<file path="src/rtl/core/cra_pkg.sv">
// shared types and constants of the cell run allocator
package cra_pkg;

  // pool geometry and field widths
  localparam int MAX_CELLS = 256;
  localparam int CELL_W    = $clog2(MAX_CELLS);
  localparam int RUN_W     = CELL_W + 1;
  localparam int PTR_W     = RUN_W + 1;
  localparam int CNT_W     = 32;
  localparam int BYTES_W   = 21;
  localparam int OFF_W     = 20;
  localparam int LG_W      = 4;
  localparam int LG_MAX    = 12;
  localparam int CFG_W     = 9;
  localparam int CFG_IDX_W = 2;

  // item commands
  typedef enum logic [1:0] {
    CMD_ALLOC_FIRST = 2'd0,
    CMD_ALLOC_AT    = 2'd1,
    CMD_FREE        = 2'd2,
    CMD_CLEAR       = 2'd3
  } cmd_t;

  // result status codes
  typedef enum logic [1:0] {
    ST_OK      = 2'd0,
    ST_INVALID = 2'd1,
    ST_NOMEM   = 2'd2,
    ST_BUSY    = 2'd3
  } status_t;

  // configuration register indexes
  typedef enum logic [CFG_IDX_W-1:0] {
    REG_CELL_SIZE_LOG2 = 2'd0,
    REG_CELLS_IN_USE   = 2'd1
  } reg_idx_t;

  // datapath operations issued by the controller
  typedef enum logic [4:0] {
    OP_NOP,
    OP_LATCH,
    OP_SWEEP,
    OP_ALLOC_SETUP,
    OP_AT_ACCEPT,
    OP_BACK_STEP,
    OP_FF_STEP,
    OP_TAKE_SETUP,
    OP_TAKE_STEP,
    OP_FREE_SETUP,
    OP_FREE_HEAD,
    OP_FREE_MERGE,
    OP_FREE_BACK_SETUP,
    OP_FREE_BACK,
    OP_FILL_SETUP,
    OP_FREE_FILL,
    OP_REPORT
  } op_t;

  // controller states
  typedef enum logic [4:0] {
    S_INIT, S_IDLE, S_DISPATCH,
    S_AT_RD, S_AT_CHK, S_BK_RD, S_BK_CHK,
    S_FF_RD, S_FF_CHK, S_TAKE_SETUP, S_TAKE,
    S_FR_RD, S_FR_CHK, S_FL_RD, S_FL_CHK,
    S_FB_SETUP, S_FB_RD, S_FB_CHK, S_FW_SETUP, S_FW,
    S_CLR, S_REPORT
  } state_t;

  // command from controller to datapath
  typedef struct packed {
    op_t     op;
    status_t code;
  } dp_cmd_t;

  // status from datapath to controller
  typedef struct packed {
    cmd_t cmd;
    logic req_bad;
    logic at_bad;
    logic free_bad;
    logic fit;
    logic ff_end;
    logic rd_free;
    logic ptr_zero;
    logic take_last;
    logic head_merge;
    logic cell_zero;
    logic fill_last;
    logic sweep_last;
  } dp_stat_t;

endpackage

</file>
<file path="src/rtl/core/cra_ctrl.sv">
// controller state machine of the cell run allocator
module cra_ctrl
  import cra_pkg::*;
(
  input  logic     clk,
  input  logic     rst,
  input  logic     start,
  input  dp_stat_t stat,
  output dp_cmd_t  cmd,
  output logic     busy
);

  state_t  state, state_next;
  status_t code, code_next;

  // state and result code registers
  always_ff @(posedge clk) begin
    if (rst) begin
      state <= S_INIT;
      code  <= ST_OK;
    end else begin
      state <= state_next;
      code  <= code_next;
    end
  end

  // next state and datapath command
  always_comb begin
    state_next = state;
    code_next  = code;
    cmd.op     = OP_NOP;
    cmd.code   = code;
    busy       = (state != S_IDLE);
    unique case (state)
      S_INIT: begin
        cmd.op = OP_SWEEP;
        if (stat.sweep_last) state_next = S_IDLE;
      end
      S_IDLE: begin
        if (start) begin
          cmd.op     = OP_LATCH;
          state_next = S_DISPATCH;
        end
      end
      S_DISPATCH: begin
        case (stat.cmd) inside
          CMD_ALLOC_FIRST, CMD_ALLOC_AT: begin
            cmd.op = OP_ALLOC_SETUP;
            if (stat.req_bad || (stat.cmd == CMD_ALLOC_AT && stat.at_bad)) begin
              code_next  = ST_INVALID;
              state_next = S_REPORT;
            end else if (stat.cmd == CMD_ALLOC_AT) begin
              state_next = S_AT_RD;
            end else begin
              state_next = S_FF_RD;
            end
          end
          CMD_FREE: begin
            cmd.op = OP_FREE_SETUP;
            if (stat.free_bad) begin
              code_next  = ST_INVALID;
              state_next = S_REPORT;
            end else begin
              state_next = S_FR_RD;
            end
          end
          default: begin
            cmd.op     = OP_SWEEP;
            state_next = S_CLR;
          end
        endcase
      end
      S_AT_RD: state_next = S_AT_CHK;
      S_AT_CHK: begin
        if (!stat.fit) begin
          code_next  = ST_BUSY;
          state_next = S_REPORT;
        end else begin
          cmd.op     = OP_AT_ACCEPT;
          state_next = stat.ptr_zero ? S_TAKE_SETUP : S_BK_RD;
        end
      end
      S_BK_RD: state_next = S_BK_CHK;
      S_BK_CHK: begin
        if (stat.rd_free) begin
          cmd.op     = OP_BACK_STEP;
          state_next = stat.ptr_zero ? S_TAKE_SETUP : S_BK_RD;
        end else begin
          state_next = S_TAKE_SETUP;
        end
      end
      S_FF_RD: state_next = S_FF_CHK;
      S_FF_CHK: begin
        cmd.op = OP_FF_STEP;
        if (stat.fit) begin
          state_next = S_TAKE_SETUP;
        end else if (stat.ff_end) begin
          code_next  = ST_NOMEM;
          state_next = S_REPORT;
        end else begin
          state_next = S_FF_RD;
        end
      end
      S_TAKE_SETUP: begin
        cmd.op     = OP_TAKE_SETUP;
        state_next = S_TAKE;
      end
      S_TAKE: begin
        cmd.op = OP_TAKE_STEP;
        if (stat.take_last) begin
          code_next  = ST_OK;
          state_next = S_REPORT;
        end
      end
      S_FR_RD: state_next = S_FR_CHK;
      S_FR_CHK: begin
        if (stat.rd_free) begin
          code_next  = ST_INVALID;
          state_next = S_REPORT;
        end else begin
          cmd.op     = OP_FREE_HEAD;
          state_next = stat.head_merge ? S_FL_RD : S_FB_SETUP;
        end
      end
      S_FL_RD: state_next = S_FL_CHK;
      S_FL_CHK: begin
        cmd.op     = OP_FREE_MERGE;
        state_next = S_FB_SETUP;
      end
      S_FB_SETUP: begin
        cmd.op     = OP_FREE_BACK_SETUP;
        state_next = stat.cell_zero ? S_FW_SETUP : S_FB_RD;
      end
      S_FB_RD: state_next = S_FB_CHK;
      S_FB_CHK: begin
        if (stat.rd_free) begin
          cmd.op     = OP_FREE_BACK;
          state_next = stat.ptr_zero ? S_FW_SETUP : S_FB_RD;
        end else begin
          state_next = S_FW_SETUP;
        end
      end
      S_FW_SETUP: begin
        cmd.op     = OP_FILL_SETUP;
        state_next = S_FW;
      end
      S_FW: begin
        cmd.op = OP_FREE_FILL;
        if (stat.fill_last) begin
          code_next  = ST_OK;
          state_next = S_REPORT;
        end
      end
      S_CLR: begin
        cmd.op = OP_SWEEP;
        if (stat.sweep_last) begin
          code_next  = ST_OK;
          state_next = S_REPORT;
        end
      end
      S_REPORT: begin
        cmd.op     = OP_REPORT;
        state_next = S_IDLE;
      end
      default: state_next = S_IDLE;
    endcase
  end

endmodule

</file>
<file path="src/rtl/core/cra_dp.sv">
// datapath of the cell run allocator: cell table, walk pointer, counters
module cra_dp
  import cra_pkg::*;
(
  input  logic                clk,
  input  logic                rst,
  input  dp_cmd_t             cmd,
  input  logic [1:0]          command,
  input  logic [BYTES_W-1:0]  request_bytes,
  input  logic [CELL_W-1:0]   start_cell,
  input  logic [BYTES_W-1:0]  free_offset,
  input  logic [LG_W-1:0]     lg,
  input  logic [RUN_W-1:0]    n,
  output dp_stat_t            stat,
  output logic                done,
  output logic [1:0]          status,
  output logic [OFF_W-1:0]    chunk_offset,
  output logic [RUN_W-1:0]    taken_total,
  output logic [CNT_W-1:0]    alloc_call_count,
  output logic [CNT_W-1:0]    alloc_fail_count,
  output logic [CNT_W-1:0]    free_call_count,
  output logic [CNT_W-1:0]    free_fail_count
);

  // cell table: top bit free flag, low bits run length
  logic [RUN_W:0] mem [MAX_CELLS];
  logic [RUN_W:0] rd_q;
  logic           we;
  logic [RUN_W:0] wdata;

  // latched item and walk registers
  cmd_t               cmd_q;
  logic [BYTES_W-1:0] bytes_q;
  logic [CELL_W-1:0]  start_q;
  logic [BYTES_W-1:0] off_q;
  logic [PTR_W-1:0]   ptr;
  logic [RUN_W-1:0]   j;
  logic [RUN_W-1:0]   nc;
  logic [CELL_W-1:0]  found;
  logic [CELL_W-1:0]  cellq;
  logic [PTR_W-1:0]   last;
  logic [CELL_W-1:0]  first;
  logic [RUN_W-1:0]   saved;

  // combinational terms
  logic               rd_flag;
  logic [RUN_W-1:0]   rd_run;
  logic [LG_MAX-1:0]  cs_mask;
  logic [BYTES_W:0]   pool_bytes;
  logic [BYTES_W:0]   req_round;
  logic [RUN_W-1:0]   nc_calc;
  logic [CELL_W-1:0]  cell_calc;
  logic [PTR_W-1:0]   n_ext;
  logic [PTR_W-1:0]   adv;
  logic [PTR_W-1:0]   hsum;
  logic [PTR_W-1:0]   hclamp;
  logic               head_short;
  logic [PTR_W-1:0]   msum;
  logic [PTR_W-1:0]   mclamp;
  logic [PTR_W-1:0]   sweep_run;
  logic [PTR_W-1:0]   fill_run;
  logic [PTR_W-1:0]   tsum;
  logic               is_alloc;

  assign rd_flag    = rd_q[RUN_W];
  assign rd_run     = rd_q[RUN_W-1:0];
  assign n_ext      = PTR_W'(n);
  assign cs_mask    = ~({LG_MAX{1'b1}} << lg);
  assign pool_bytes = (BYTES_W+1)'(n) << lg;
  assign req_round  = {1'b0, bytes_q} + (BYTES_W+1)'(cs_mask);
  assign nc_calc    = RUN_W'(req_round >> lg);
  assign cell_calc  = CELL_W'(off_q >> lg);
  assign adv        = ptr + ((rd_run == '0) ? PTR_W'(1) : PTR_W'(rd_run));
  assign hsum       = PTR_W'(cellq) + PTR_W'(rd_run);
  assign hclamp     = (hsum > n_ext) ? n_ext : hsum;
  assign head_short = (hsum <= PTR_W'(cellq));
  assign msum       = last + PTR_W'(rd_run);
  assign mclamp     = (msum > n_ext) ? n_ext : msum;
  assign sweep_run  = (ptr < n_ext) ? (n_ext - ptr) : '0;
  assign fill_run   = last - ptr;
  assign tsum       = PTR_W'(taken_total) + PTR_W'(nc);
  assign is_alloc   = (cmd_q == CMD_ALLOC_FIRST) || (cmd_q == CMD_ALLOC_AT);

  // status to the controller
  always_comb begin
    stat.cmd        = cmd_q;
    stat.req_bad    = (bytes_q == '0) || ({1'b0, bytes_q} > pool_bytes);
    stat.at_bad     = (RUN_W'(start_q) >= n);
    stat.free_bad   = ({1'b0, off_q} >= pool_bytes) ||
                      ((off_q[LG_MAX-1:0] & cs_mask) != '0);
    stat.fit        = rd_flag && (rd_run >= nc) && ((ptr + PTR_W'(nc)) <= n_ext);
    stat.ff_end     = (adv >= n_ext);
    stat.rd_free    = rd_flag;
    stat.ptr_zero   = (ptr == '0);
    stat.take_last  = (j == nc - RUN_W'(1));
    stat.head_merge = !head_short && (hclamp < n_ext);
    stat.cell_zero  = (cellq == '0);
    stat.fill_last  = (ptr + PTR_W'(1) == last);
    stat.sweep_last = (ptr == PTR_W'(MAX_CELLS - 1));
  end

  // table write port
  always_comb begin
    we    = 1'b0;
    wdata = '0;
    case (cmd.op)
      OP_SWEEP: begin
        we    = 1'b1;
        wdata = {1'b1, RUN_W'(sweep_run)};
      end
      OP_BACK_STEP: begin
        we    = 1'b1;
        wdata = {1'b1, j};
      end
      OP_TAKE_STEP: begin
        we    = 1'b1;
        wdata = {1'b0, nc - j};
      end
      OP_FREE_FILL: begin
        we    = 1'b1;
        wdata = {1'b1, RUN_W'(fill_run)};
      end
      default: we = 1'b0;
    endcase
  end

  // cell table with registered read at the walk pointer
  always_ff @(posedge clk) begin
    if (we) mem[ptr[CELL_W-1:0]] <= wdata;
    rd_q <= mem[ptr[CELL_W-1:0]];
  end

  // control registers: pointer, totals, counters, strobe
  always_ff @(posedge clk) begin
    if (rst) begin
      ptr              <= '0;
      taken_total      <= '0;
      alloc_call_count <= '0;
      alloc_fail_count <= '0;
      free_call_count  <= '0;
      free_fail_count  <= '0;
      done             <= 1'b0;
    end else begin
      done <= 1'b0;
      case (cmd.op)
        OP_LATCH: begin
          ptr <= '0;
          if (command == CMD_ALLOC_FIRST || command == CMD_ALLOC_AT)
            alloc_call_count <= alloc_call_count + CNT_W'(1);
        end
        OP_SWEEP: ptr <= ptr + PTR_W'(1);
        OP_ALLOC_SETUP: ptr <= (cmd_q == CMD_ALLOC_AT) ? PTR_W'(start_q) : '0;
        OP_AT_ACCEPT: ptr <= ptr - PTR_W'(1);
        OP_BACK_STEP: ptr <= ptr - PTR_W'(1);
        OP_FF_STEP: if (!stat.fit) ptr <= adv;
        OP_TAKE_SETUP: ptr <= PTR_W'(found);
        OP_TAKE_STEP: begin
          ptr <= ptr + PTR_W'(1);
          if (stat.take_last)
            taken_total <= (tsum > PTR_W'({RUN_W{1'b1}})) ? {RUN_W{1'b1}} : RUN_W'(tsum);
        end
        OP_FREE_SETUP: begin
          ptr <= PTR_W'(cell_calc);
          if ({1'b0, off_q} < pool_bytes)
            free_call_count <= free_call_count + CNT_W'(1);
        end
        OP_FREE_HEAD: ptr <= hclamp;
        OP_FREE_BACK_SETUP: ptr <= PTR_W'(cellq) - PTR_W'(1);
        OP_FREE_BACK: ptr <= ptr - PTR_W'(1);
        OP_FILL_SETUP: ptr <= PTR_W'(first);
        OP_FREE_FILL: begin
          ptr <= ptr + PTR_W'(1);
          if (stat.fill_last)
            taken_total <= (taken_total > saved) ? taken_total - saved : '0;
        end
        OP_REPORT: begin
          done <= 1'b1;
          if (cmd.code != ST_OK) begin
            if (is_alloc) alloc_fail_count <= alloc_fail_count + CNT_W'(1);
            else          free_fail_count  <= free_fail_count + CNT_W'(1);
          end
        end
        default: ptr <= ptr;
      endcase
    end
  end

  // payload registers
  always_ff @(posedge clk) begin
    case (cmd.op)
      OP_LATCH: begin
        cmd_q   <= cmd_t'(command);
        bytes_q <= request_bytes;
        start_q <= start_cell;
        off_q   <= free_offset;
      end
      OP_ALLOC_SETUP: nc <= nc_calc;
      OP_AT_ACCEPT: begin
        found <= ptr[CELL_W-1:0];
        j     <= RUN_W'(1);
      end
      OP_BACK_STEP: j <= j + RUN_W'(1);
      OP_FF_STEP: if (stat.fit) found <= ptr[CELL_W-1:0];
      OP_TAKE_SETUP: j <= '0;
      OP_TAKE_STEP: j <= j + RUN_W'(1);
      OP_FREE_SETUP: cellq <= cell_calc;
      OP_FREE_HEAD: begin
        saved <= rd_run;
        last  <= head_short ? PTR_W'(cellq) + PTR_W'(1) : hclamp;
      end
      OP_FREE_MERGE: if (rd_flag) last <= mclamp;
      OP_FREE_BACK_SETUP: first <= cellq;
      OP_FREE_BACK: first <= ptr[CELL_W-1:0];
      OP_REPORT: begin
        status       <= cmd.code;
        chunk_offset <= (cmd.code == ST_OK && is_alloc) ?
                        (OFF_W'(found) << lg) : '0;
      end
      default: found <= found;
    endcase
  end

`ifndef NO_ASSERTIONS
  // table writes stay inside the cell table
  ap_we_in_range: assert property (@(posedge clk) disable iff (rst)
    we |-> (ptr < PTR_W'(MAX_CELLS)))
    else $error("cell table write outside the pool");

  // a result strobe follows a report command
  ap_done_from_report: assert property (@(posedge clk) disable iff (rst)
    done |-> $past(cmd.op == OP_REPORT))
    else $error("result strobe without report");

  // failure counters move only with a result
  ap_fail_with_result: assert property (@(posedge clk) disable iff (rst)
    (!$stable(alloc_fail_count) || !$stable(free_fail_count)) |-> done)
    else $error("failure counter moved without a result");
`endif

endmodule

</file>
<file path="src/rtl/core/cell_run_first_fit_allocator.sv">
// Cell run first-fit allocator: one command item is taken when start is high and busy is
// low; its result appears for exactly one cycle with done high and cannot be held off.
// Each command walks a 256-entry cell table with a single read port; each cell read sets
// the address, then uses the registered data. First-fit allocation visits free and taken
// runs and then writes each allocated cell; allocation at a cell also merges the free cells
// below it; free scans back over cells and rewrites cells; clear rewrites all 256 cells.
// After reset a fill of all 256 table cells runs with busy high before the first item is
// taken; write configuration only while busy is low and no result is pending, since a
// command in progress reads it on every cycle.
module cell_run_first_fit_allocator
  import cra_pkg::*;
(
  input  logic                 clk,
  input  logic                 rst,
  input  logic                 start,
  output logic                 busy,
  input  logic [1:0]           command,
  input  logic [BYTES_W-1:0]   request_bytes,
  input  logic [CELL_W-1:0]    start_cell,
  input  logic [BYTES_W-1:0]   free_offset,
  input  logic                 cfg_we,
  input  logic [CFG_IDX_W-1:0] cfg_index,
  input  logic [CFG_W-1:0]     cfg_data,
  output logic                 done,
  output logic [1:0]           status,
  output logic [OFF_W-1:0]     chunk_offset,
  output logic [RUN_W-1:0]     taken_total,
  output logic [CNT_W-1:0]     alloc_call_count,
  output logic [CNT_W-1:0]     alloc_fail_count,
  output logic [CNT_W-1:0]     free_call_count,
  output logic [CNT_W-1:0]     free_fail_count
);

  logic [LG_W-1:0]  cell_size_log2;
  logic [CFG_W-1:0] cells_in_use;
  logic [LG_W-1:0]  lg_eff;
  logic [RUN_W-1:0] n_eff;
  dp_cmd_t          dp_cmd;
  dp_stat_t         dp_stat;

  // configuration registers
  always_ff @(posedge clk) begin
    if (rst) begin
      cell_size_log2 <= LG_W'(6);
      cells_in_use   <= CFG_W'(MAX_CELLS);
    end else if (cfg_we) begin
      unique case (reg_idx_t'(cfg_index))
        REG_CELL_SIZE_LOG2: cell_size_log2 <= cfg_data[LG_W-1:0];
        REG_CELLS_IN_USE:   cells_in_use   <= cfg_data;
        default:            cells_in_use   <= cells_in_use;
      endcase
    end
  end

  // clamp configuration to the usable range
  assign lg_eff = (cell_size_log2 > LG_W'(LG_MAX)) ? LG_W'(LG_MAX) : cell_size_log2;
  assign n_eff  = (cells_in_use == '0) ? RUN_W'(1) :
                  (cells_in_use > CFG_W'(MAX_CELLS)) ? RUN_W'(MAX_CELLS) :
                  RUN_W'(cells_in_use);

  cra_ctrl u_ctrl (
    .clk  (clk),
    .rst  (rst),
    .start(start),
    .stat (dp_stat),
    .cmd  (dp_cmd),
    .busy (busy)
  );

  cra_dp u_dp (
    .clk             (clk),
    .rst             (rst),
    .cmd             (dp_cmd),
    .command         (command),
    .request_bytes   (request_bytes),
    .start_cell      (start_cell),
    .free_offset     (free_offset),
    .lg              (lg_eff),
    .n               (n_eff),
    .stat            (dp_stat),
    .done            (done),
    .status          (status),
    .chunk_offset    (chunk_offset),
    .taken_total     (taken_total),
    .alloc_call_count(alloc_call_count),
    .alloc_fail_count(alloc_fail_count),
    .free_call_count (free_call_count),
    .free_fail_count (free_fail_count)
  );

endmodule
</file>
<file path="config.mk">
export PLATFORM = sky130hd
export DESIGN_NAME = cell_run_first_fit_allocator
export DESIGN_NICKNAME = d
export VERILOG_FILES = /design/src/rtl/core/cra_pkg.sv /design/src/rtl/core/cra_ctrl.sv /design/src/rtl/core/cra_dp.sv /design/src/rtl/core/cell_run_first_fit_allocator.sv
export SDC_FILE = /design/constraint.sdc
export NUM_CORES = 2
export LEC_CHECK = 0
export ABC_CLOCK_PERIOD_IN_PS = 20900
export BUFFER_PORTS_ARGS = -buffer_cell sky130_fd_sc_hd__buf_2
export CORE_MARGIN = 5
export CORE_UTILIZATION = 60
export CTS_CLUSTER_DIAMETER = 120
export DETAILED_ROUTE_END_ITERATION = 7
export MAX_ROUTING_LAYER = met4
export PLACE_DENSITY = 0.77
export SETUP_SLACK_MARGIN = 0.05
export SLEW_MARGIN = 20
export SYNTH_ARGS = -nofsm -noshare
export SYNTH_HDL_FRONTEND = slang
export SYNTH_SLANG_ARGS = --single-unit
</file>
<file path="constraint.sdc">
create_clock -name clk -period 20.9 [get_ports clk]
set_input_delay 2.09 -clock clk [delete_from_list [all_inputs] [get_ports clk]]
set_output_delay 2.09 -clock clk [all_outputs]
set_load 0.02 [all_outputs]
</file>
==> metrics.yaml <==
outcome: "complete, no violations"
first_global_vias: 69400
slew_viol_final: 0
synth_warnings: 0
reg2reg_depth: 16
route.detailed.drc: 0
dr.pass1.iters: 7
grt_max_degree: 257
ctsRootBufferMaster: "clkbuf_16"
viasPerCell: 6.99
initialDrtViolationCount: 10700
die_area_mm2: 0.213
max_cap_viol_count: 0
start_util_pct: 60.4
dp_hpwl_mm: 203
synthArstFlopShare_pct: 0
syn_to_final_growth_pct: 11.3
clock_skew_ns: 0.0811
ys_seq_elements: 2873
worst-setup-path-type: "flip-flop to flip-flop"
r2r_start: "cells_in_use[8]"
whs_endpoint: "u_dp.free_call_count[12]"
syn-num-nets: 7142
synth_edf_count: 2695
ir_drop_mv: 0.102
ios: 228
wire_per_inst_um: 34.7
finalWirelength_mm: 349
endpoint_kind: "flip-flop"
worst_path_largest_cell_delay_ns: 0.88
postPlaceCellArea_mm2: 0.127
cts_sinks: 2873
synth_area_leaders: "edfxtp_1 66%, mux4_2 15%, dfxtp_1 2.9%, ha_1 2.2%, nor2_1 1.7%"
setup_viol: 0
hold_viol_final: 0
cpMaxStageDelayCell: "buf_4"
cp_common_cell: "buf_4"
synth_sequential_area_ratio_pct: 69.0
leakagePower_nw: 44.1
r2r_slack_ns: 13.82
synth_top_area_share_pct: 66.1
postCtsHoldBufs: 0
fmax_ghz: 0.141
synth_cells: 6850
grt_setup_unrepaired: "false"
synth_area_leader_cell: "edfxtp_1"
cts.htree.levels: 5
vias: 70300
clk_path_buf_depth: 4
cp.required_ns: 21.45
die_y_um: 462
grt_pass1_wl_mm: 499
syn_area_mm2: 0.122
post-cts-setup-buffers: 0
r2r_end: "u_dp.mem[60][3]"
cts_tree: "yes"
cts_resized: 0
p_per_area_mw_per_mm2: 102
critPathArrivalTime_ns: 7.62
hold_class: "flip-flop to flip-flop"
numCtsBuffers: 301
start_kind: "flip-flop"
clkTransAtPathRegs_ns: 0.06
crit_fanout: 94
synth.avg_cell_area_um2: 17.9
ant_nets: 0
design_area_mm2: 0.136
hp-start: "u_dp.free_call_count[12]"
fin_crit_ns: 7.08
post-route-period-util_pct: 33.9
die_w_um: 462
worstSkewPairLatency_ns: 0.95
grt_usage_pct: 33.6
synth-main-ff-cell: "edfxtp_1"
max_slew_margin_pct: 10.9
grt_antenna_before_repair: 10
synth_cell_types: 109
row_count: 165
overflow: 0
worstPathCellList: "inv_1 -> nand2_1 -> inv_1 -> ha_1 -> nor2b_1 -> o21ai_0 -> nand2b_1 -> a21oi_1 -> o21bai_1 -> a21oi_1 -> o21ai_0 -> a2111o_1 -> o31ai_4 -> buf_4 -> buf_4 -> buf_4"
coreArea_mm2: 0.203
nets: 7459
final.setup.tns_ns: 0
worst_pin_slew_ns: 1.33
gp_congestion: 1.00
io_buffers: 227
whs_path_depth: 2
drive_gt1_share_pct: 24.0
placed cells by master, fill, tap and decap left out, types with 28 or more instances in the layout:
| master | count |
|---|---|
| nand4_1 | 57 |
| xnor2_1 | 119 |
| mux2i_1 | 70 |
| xor2_1 | 85 |
| nor2_2 | 65 |
| edfxtp_1 | 2695 |
| nor2b_1 | 28 |
| buf_4 | 135 |
| mux4_2 | 830 |
| nand2_1 | 258 |
| dfxtp_1 | 172 |
| a21o_1 | 51 |
| ha_1 | 215 |
| a21oi_1 | 190 |
| o21ai_0 | 153 |
| clkbuf_16 | 306 |
| inv_1 | 119 |
| nor2_1 | 491 |
| and3_1 | 77 |
| nor3_1 | 67 |
| clkinv_2 | 49 |
| a31oi_1 | 37 |
| clkinv_1 | 57 |
| nand3_1 | 151 |
| clkbuf_1 | 69 |
| buf_2 | 226 |
| or3_1 | 33 |
cells in the mapped netlist (9+ instances only):
master,n
nor4_1,24
a22oi_1,22
nand4_1,57
inv_1,120
edfxtp_1,2695
dfxtp_1,178
nor2b_1,28
a211o_1,12
a21oi_1,190
and3_1,77
mux2i_1,70
or3_1,33
and2_1,16
mux2_2,12
buf_2,108
nand2b_1,26
nand3_1,152
a221oi_1,17
a31oi_1,37
o221ai_1,10
nor3_1,70
buf_1,32
xor2_1,85
mux4_2,830
nor2_1,559
o211ai_1,26
o21a_1,21
o22ai_1,19
a211oi_1,25
o21bai_1,21
ha_1,215
buf_4,21
and4_1,14
o21ai_0,159
nor3b_1,10
a2111oi_0,9
a21o_1,51
fa_1,10
nand2_1,272
clkbuf_1,198
xnor2_1,119
stage by stage:
stage,setup slack (ns),cells,power (mW),utilization (%),hold WS (ns)
floorplan,5.17,6850,8.31,-,0.460
global placement,13.76,9528,8.76,62.6,0.476
detailed placement,13.55,9528,8.81,62.6,0.489
CTS,13.52,10000,13.8,67.0,0.500
global route,13.37,10100,14.2,67.2,0.527
finish,13.82,10100,13.8,67.2,0.498
where the power goes:
group          internal (mW)  switching (mW)
Sequential              6.70          0.0552
Combinational          0.668            1.36
Clock                   2.88            2.18
Total                   10.2            3.59
routing by layer:
metal / vias up / track usage [%] / routed length, um
met3: 933 / 7.44 / 39700
li1: 28400 / - / -
met4: 0 / 15.0 / 19200
met1: 35900 / 44.4 / 124000
met2: 5145 / 51.0 / 166000
met5: - / - / 0
registers in the layout, indices dropped and copies added (netlist names), 10 cells and up:
register,cells
u_dp.bytes_q,21
u_dp.rd_q,10
u_dp.free_fail_count,32
u_dp.alloc_call_count,32
u_dp.alloc_fail_count,32
u_dp.mem,2560
u_dp.last,10
u_dp.off_q,21
u_dp.free_call_count,32
u_dp.ptr,10
u_dp.chunk_offset,20
worst max-delay path by stage:
stage                          startpoint         endpoint  slack, ns
after global routing          u_dp.ptr[0]     u_dp.rd_q[6]      13.37
after CTS                 cells_in_use[8]  u_dp.mem[88][3]      13.52
after detailed placement            start  u_dp.mem[59][3]      13.55
after floorplan                     start   u_dp.mem[0][3]       5.17
after global placement              start  u_dp.mem[56][3]      13.76
final                     cells_in_use[8]  u_dp.mem[60][3]      13.82
critical path, delay by kind of cell (launching register included):
family / cells / cell delay (ns)
AO/OA/AOI/OAI: 7 / 2.05
adder cells (fa/ha/maj): 1 / 0.41
flip-flops: 1 / 0.65
AND/OR/NAND/NOR: 3 / 0.81
buffers and inverters: 5 / 2.60
cell type report:
class                      instances  area, um^2
sequential                      2873       84500
inverter                         134         512
clock buffer                     379        7970
antenna                           14        35.0
clock inverter                   130        1030
multi-input combinational       3475       36200
timing repair buffer             382        2600
fill                           12600       66400
tap                             2672        3340
logic make-up after synthesis:
kind of cell / after synthesis / share of synthesized area, %
multiplexers: 912 / 16.0
flip-flops: 2873 / 69.0
AO/OA/AOI/OAI: 736 / 3.98
AND/OR/NAND/NOR: 1391 / 5.35
adder cells (fa/ha/maj): 227 / 2.38
other: 1 / 0.00306
buffers and inverters: 502 / 1.76
XOR/XNOR: 208 / 1.53
(Power assumes the default switching activity.)
